[src/design/tes_pkg.sv]
`timescale 1ns / 1ps
`default_nettype none
// ----------------------------------------------------------------------------
// tes_pkg
// Shared types and codes of the timer event scheduler.
// ----------------------------------------------------------------------------
package tes_pkg;

  localparam logic [1:0] FUNC_TICK = 2'd0;
  localparam logic [1:0] FUNC_REG  = 2'd1;
  localparam logic [1:0] FUNC_SET  = 2'd2;

  localparam logic [1:0] KIND_REG   = 2'd0;
  localparam logic [1:0] KIND_FULL  = 2'd1;
  localparam logic [1:0] KIND_FIRED = 2'd2;

  localparam logic [1:0] MODE_ONESHOT = 2'd0;
  localparam logic [1:0] MODE_PERIOD  = 2'd1;
  localparam logic [1:0] MODE_UNTIL   = 2'd2;
  localparam logic [1:0] MODE_WHILE   = 2'd3;

  // due when now - when lies in [0, 2^31]
  localparam logic [31:0] DUE_LIMIT = 32'h8000_0000;

  // candidate handed along the chain during a scan
  typedef struct packed {
    logic        found;
    logic [31:0] key;
    logic [1:0]  mode;
  } cand_t;

  // broadcast command to the cells
  typedef struct packed {
    logic        wr;
    logic        fire;
    logic        set_flag;
    logic        keep;
    logic [1:0]  mode;
    logic [31:0] when;
    logic [19:0] period;
    logic [31:0] end_time;
  } cell_cmd_t;

endpackage
`default_nettype wire

[src/design/tes_cell.sv]
`timescale 1ns / 1ps
`default_nettype none
// ----------------------------------------------------------------------------
// tes_cell
// One timer slot plus one stage of the earliest-deadline search chain.
// ----------------------------------------------------------------------------
module tes_cell
  import tes_pkg::*;
#(
  parameter int IDX      = 0,
  parameter int SLOT_W   = 4,
  parameter int TAG_BITS = 16
) (
  input  wire logic                clk,
  input  wire logic                rst_n,
  input  wire logic [31:0]         now,
  input  wire cell_cmd_t           cmd,
  input  wire logic [SLOT_W-1:0]   cmd_idx,
  input  wire logic [TAG_BITS-1:0] wr_tag,
  input  wire cand_t               cand_in,
  input  wire logic [SLOT_W-1:0]   idx_in,
  input  wire logic [TAG_BITS-1:0] tag_in,
  output cand_t                    cand_out,
  output logic [SLOT_W-1:0]        idx_out,
  output logic [TAG_BITS-1:0]      tag_out,
  output logic                     valid_o
);

  logic                valid_r;
  logic [1:0]          mode_r;
  logic [31:0]         when_r;
  logic [19:0]         period_r;
  logic [31:0]         until_r;
  logic [TAG_BITS-1:0] tag_r;
  logic                cont_r;
  cand_t               cand_r;
  logic [SLOT_W-1:0]   idx_r;
  logic [TAG_BITS-1:0] ctag_r;

  logic        sel;
  logic [31:0] next_when;
  logic [31:0] until_diff;
  logic        rearm;
  logic [31:0] key;
  logic        win;

  assign sel        = (cmd_idx == SLOT_W'(IDX));
  assign next_when  = now + 32'(period_r);
  assign until_diff = next_when - until_r;
  assign key        = now - when_r;
  assign win        = valid_r && (key <= DUE_LIMIT) &&
                      (!cand_in.found || key > cand_in.key);

  always_comb begin
    case (mode_r)
      MODE_PERIOD: rearm = 1'b1;
      MODE_UNTIL:  rearm = (until_diff == 32'd0) || until_diff[31];
      MODE_WHILE:  rearm = cont_r;
      default:     rearm = 1'b0;
    endcase
  end

  always_ff @(posedge clk) begin
    if (!rst_n) begin
      valid_r <= 1'b0;
    end else if (cmd.wr && sel) begin
      valid_r <= 1'b1;
    end else if (cmd.fire && sel && !rearm) begin
      valid_r <= 1'b0;
    end
  end

  always_ff @(posedge clk) begin
    if (cmd.wr && sel) begin
      mode_r   <= cmd.mode;
      when_r   <= cmd.when;
      period_r <= cmd.period;
      until_r  <= cmd.end_time;
      tag_r    <= wr_tag;
      cont_r   <= cmd.keep;
    end else begin
      if (cmd.set_flag && sel) begin
        cont_r <= cmd.keep;
      end
      if (cmd.fire && sel && rearm) begin
        when_r <= next_when;
      end
    end
  end

  // search stage: keep the incoming candidate unless this slot is due and more overdue
  always_ff @(posedge clk) begin
    if (win) begin
      cand_r <= '{found: 1'b1, key: key, mode: mode_r};
      idx_r  <= SLOT_W'(IDX);
      ctag_r <= tag_r;
    end else begin
      cand_r <= cand_in;
      idx_r  <= idx_in;
      ctag_r <= tag_in;
    end
  end

  assign cand_out = cand_r;
  assign idx_out  = idx_r;
  assign tag_out  = ctag_r;
  assign valid_o  = valid_r;

endmodule
`default_nettype wire

[config.mk]
export PLATFORM = sky130hd
export DESIGN_NAME = tes_cell
export DESIGN_NICKNAME = d
export VERILOG_FILES = /design/src/design/tes_pkg.sv /design/src/design/tes_cell.sv
export SDC_FILE = /design/constraint.sdc
export NUM_CORES = 1
export LEC_CHECK = 0
export BUFFER_PORTS_ARGS = -buffer_cell sky130_fd_sc_hd__buf_2
export CAP_MARGIN = 20
export CELL_PAD_IN_SITES_DETAIL_PLACEMENT = 1
export CELL_PAD_IN_SITES_GLOBAL_PLACEMENT = 1
export CORE_MARGIN = 3
export CORE_UTILIZATION = 42
export CTS_CLUSTER_DIAMETER = 150
export DETAILED_ROUTE_END_ITERATION = 10
export PLACE_DENSITY_LB_ADDON = 0.1
export SETUP_SLACK_MARGIN = 0.3
export SLEW_MARGIN = 5
export SYNTH_ARGS = -nofsm -noshare
export SYNTH_HDL_FRONTEND = slang
export SYNTH_SLANG_ARGS = --single-unit
[constraint.sdc]
create_clock -name clk -period 11.2 [get_ports clk]
set_input_delay 1.68 -clock clk [delete_from_list [all_inputs] [get_ports clk]]
set_output_delay 1.68 -clock clk [all_outputs]
set_load 0.02 [all_outputs]
==> reports/qor.yml <==
layout-drive-gt1-share: 0.265
worstHoldPathType: "reg2reg"
synth.top_cell.area_share: 0.281
setup_viol: 0
synth_area_leader_cell: "edfxtp_1"
min_period_ns: 7.92
port_buffers: 254
grt_pass1_vias: 9574
netlist_instances: 1109
drt_iter0_drc: 427
ys_seq_elements: 159
ios: 255
cts_tree: "built"
syn2layout_area_growth_pct: 19.8
layout_common_cells: "buf_2, inv_1, ha_1"
cts_resized: 0
gp_congestion: 0.906
route.detailed.drc: 0
netlist_area_sq_mm: 0.0110
synth-main-ff-cell: "edfxtp_1"
cts.path.max_buffers: 2
post_cts_buffers: 0
syn_nets: 1425
ys_seq_area_frac: 0.383
synth_cell_types: 75
peakVddDrop_mv: 0.0675
grt_pass1_wl_um: 52800
critPathRequiredTime_ns: 11.27
timing_worst_setup_path_type: "in2reg"
antenna_left: 0
ys_warn_count: 0
finalCritPeriodShare: 0.707
ys_async_sr_fraction: 0
hpwlAfterDp_um: 27300
fp.dieH_um: 168
routed_wl_um: 33400
drv_cap: 0
worstMarginPinSlew_ns: 0.736
worstSetupEndpointType: "flip-flop"
final_common_cell: "buf_2"
slew_violations: 0
critical_path_arrival_ns: 7.99
fin_worst_skew_ns: 0.0162
wl_per_cell_um: 19.5
htree_num_levels: 4
path_clk_slew_ns: 0.07
whs_ns: 0.460
die_w_um: 168
dp_slack_ns: 2.91
grt_max_degree: 53
antenna_found_initial: 2
dr.pass1.iters: 5
pwr_density_cell_mw_per_mm2: 125
cp_max_fo: 32
cts-hold-fix-buffers: 0
syn_area_per_cell_sq_um: 9.93
clock_latency_ns: 0.43
vias: 9307
grt_setup_unrepaired: "false"
grt.overflow.total: 0
leakage_uw: 0.00598
die_area_sq_mm: 0.0282
root_buffer: "clkbuf_16"
timing.final.hold_violations: 0
start_util: 0.432
ff2ff_path_depth: 25
grt_usage: 0.237
core_sq_mm: 0.0255
status: "completed"
hold_path_depth: 1
routed_via_density: 5.43
tns_ns: 0
setup_slack_ns: 3.28
max_clock_freq_ghz: 0.126
synthTopCellsByArea: "edfxtp_1, ha_1, dfxtp_1"
cts_sinks: 159
startpoint_type: "primary input"
max-slew-margin-rel: 0.505
final_nets: 1685
synth_edf_count: 103
rows: 58
cts_made_buffers: 17
[layout make-up]
type | instances | area [sq um]
Timing Repair Buffer | 258 | 1300
Clock inverter | 13 | 104
Sequential cell | 159 | 4210
Clock buffer | 19 | 443
Tap cell | 330 | 413
Fill cell | 2979 | 12300
Multi-Input combinational cell | 812 | 6250
Antenna cell | 3 | 7.51
Inverter | 121 | 455
[stage by stage]
step,instances,total power [uW],cell area (sq um),util
after floorplan,1109,949,11000,-
after global placement,1680,1090,12600,0.496
after detailed placement,1680,1100,12600,0.496
after CTS,1712,1660,13200,0.518
after global routing,1714,1740,13200,0.518
final,1715,1650,13200,0.518
[cells by family (layout without fill, tap and decap cells)]
| logic type | count (synthesis) | after routing | synth area share |
|---|---|---|---|
| buf+inv | 138 | 411 | 0.0501 |
| simple gates | 274 | 274 | 0.131 |
| flops | 159 | 159 | 0.383 |
| other cells | 0 | 3 | 0 |
| mux | 79 | 79 | 0.0801 |
| fa+ha+maj | 117 | 117 | 0.135 |
| compound gates | 277 | 277 | 0.169 |
| xor+xnor | 65 | 65 | 0.0529 |
[metal layers]
layer  wire length [um]  up-vias  GRT usage  share of wire
met1              15600     4441      0.328           0.47
li1                   -     4627          -              -
met5                  0        -          0              0
met2              15900      211      0.395           0.48
met4                595        0     0.0576          0.018
met3               1270       28     0.0317          0.038
[synth_stat cells, drive strengths merged (6+ instances only)]
library cell and n:
inv 121, ha 114, edfxtp 103, mux2 73, a21oi 69, nor2 62, dfxtp 56, nand2 56
o21ai 56, xnor2 45, a21o 40, nand3 22, nand4 20, xor2 19, a211oi 17, nor2b 16
nor3 16, nand2b 13, o21a 13, and3 12, clkbuf 12, a31oi 10, nor4 10, o211ai 9
and2 8, mux2i 6, or3 6
[worst max-delay path, stage by stage]
cell	delay, ns
buf_2	0.11
ha_1	0.23
fa_1	0.41
a21o_1	0.19
a21oi_1	0.22
nor2b_1	0.10
o41ai_1	0.34
a311o_1	0.30
o21ai_0	0.18
a221oi_1	0.45
o21ai_1	0.27
nand3_1	0.17
xnor2_1	0.17
ha_1	0.38
a21oi_1	0.26
o21ai_0	0.12
nor4b_1	0.33
o221ai_1	0.17
a2111oi_0	0.38
o2111ai_1	0.16
nor4_1	0.29
nand4b_1	0.16
nor4_1	0.19
a211oi_1	0.15
o21ai_2	0.15
buf_4	0.39
[flip-flops by register name, indices dropped and copies added, names as in the netlist]
name and flops:
period_r 20, cont_r 1, when_r 32, valid_o 1, tag_out 16, tag_r 16
mode_r 2, idx_out 4, until_r 32, cand_out 35
[path summary, 6_finish.rpt]
kind                         startpoint             endpoint  slack (ns)
hold / removal       tag_r[9]$_DFFE_PP_   tag_out[9]$_DFF_P_        0.46
setup / recovery                 now[0]  when_r[9]$_DFFE_PP_        3.28
setup reg to reg  period_r[0]$_DFFE_PP_  when_r[9]$_DFFE_PP_        4.26
hold reg to reg      tag_r[9]$_DFFE_PP_   tag_out[9]$_DFF_P_        0.46
[where the power goes]
group          switching (uW)  total [uW]  internal (uW)
registers                5.14         651            646
clock network             268         563            295
logic                     254         435            181
total                     528        1650           1120
No activity file was read; power rests on OpenSTA's default activity.
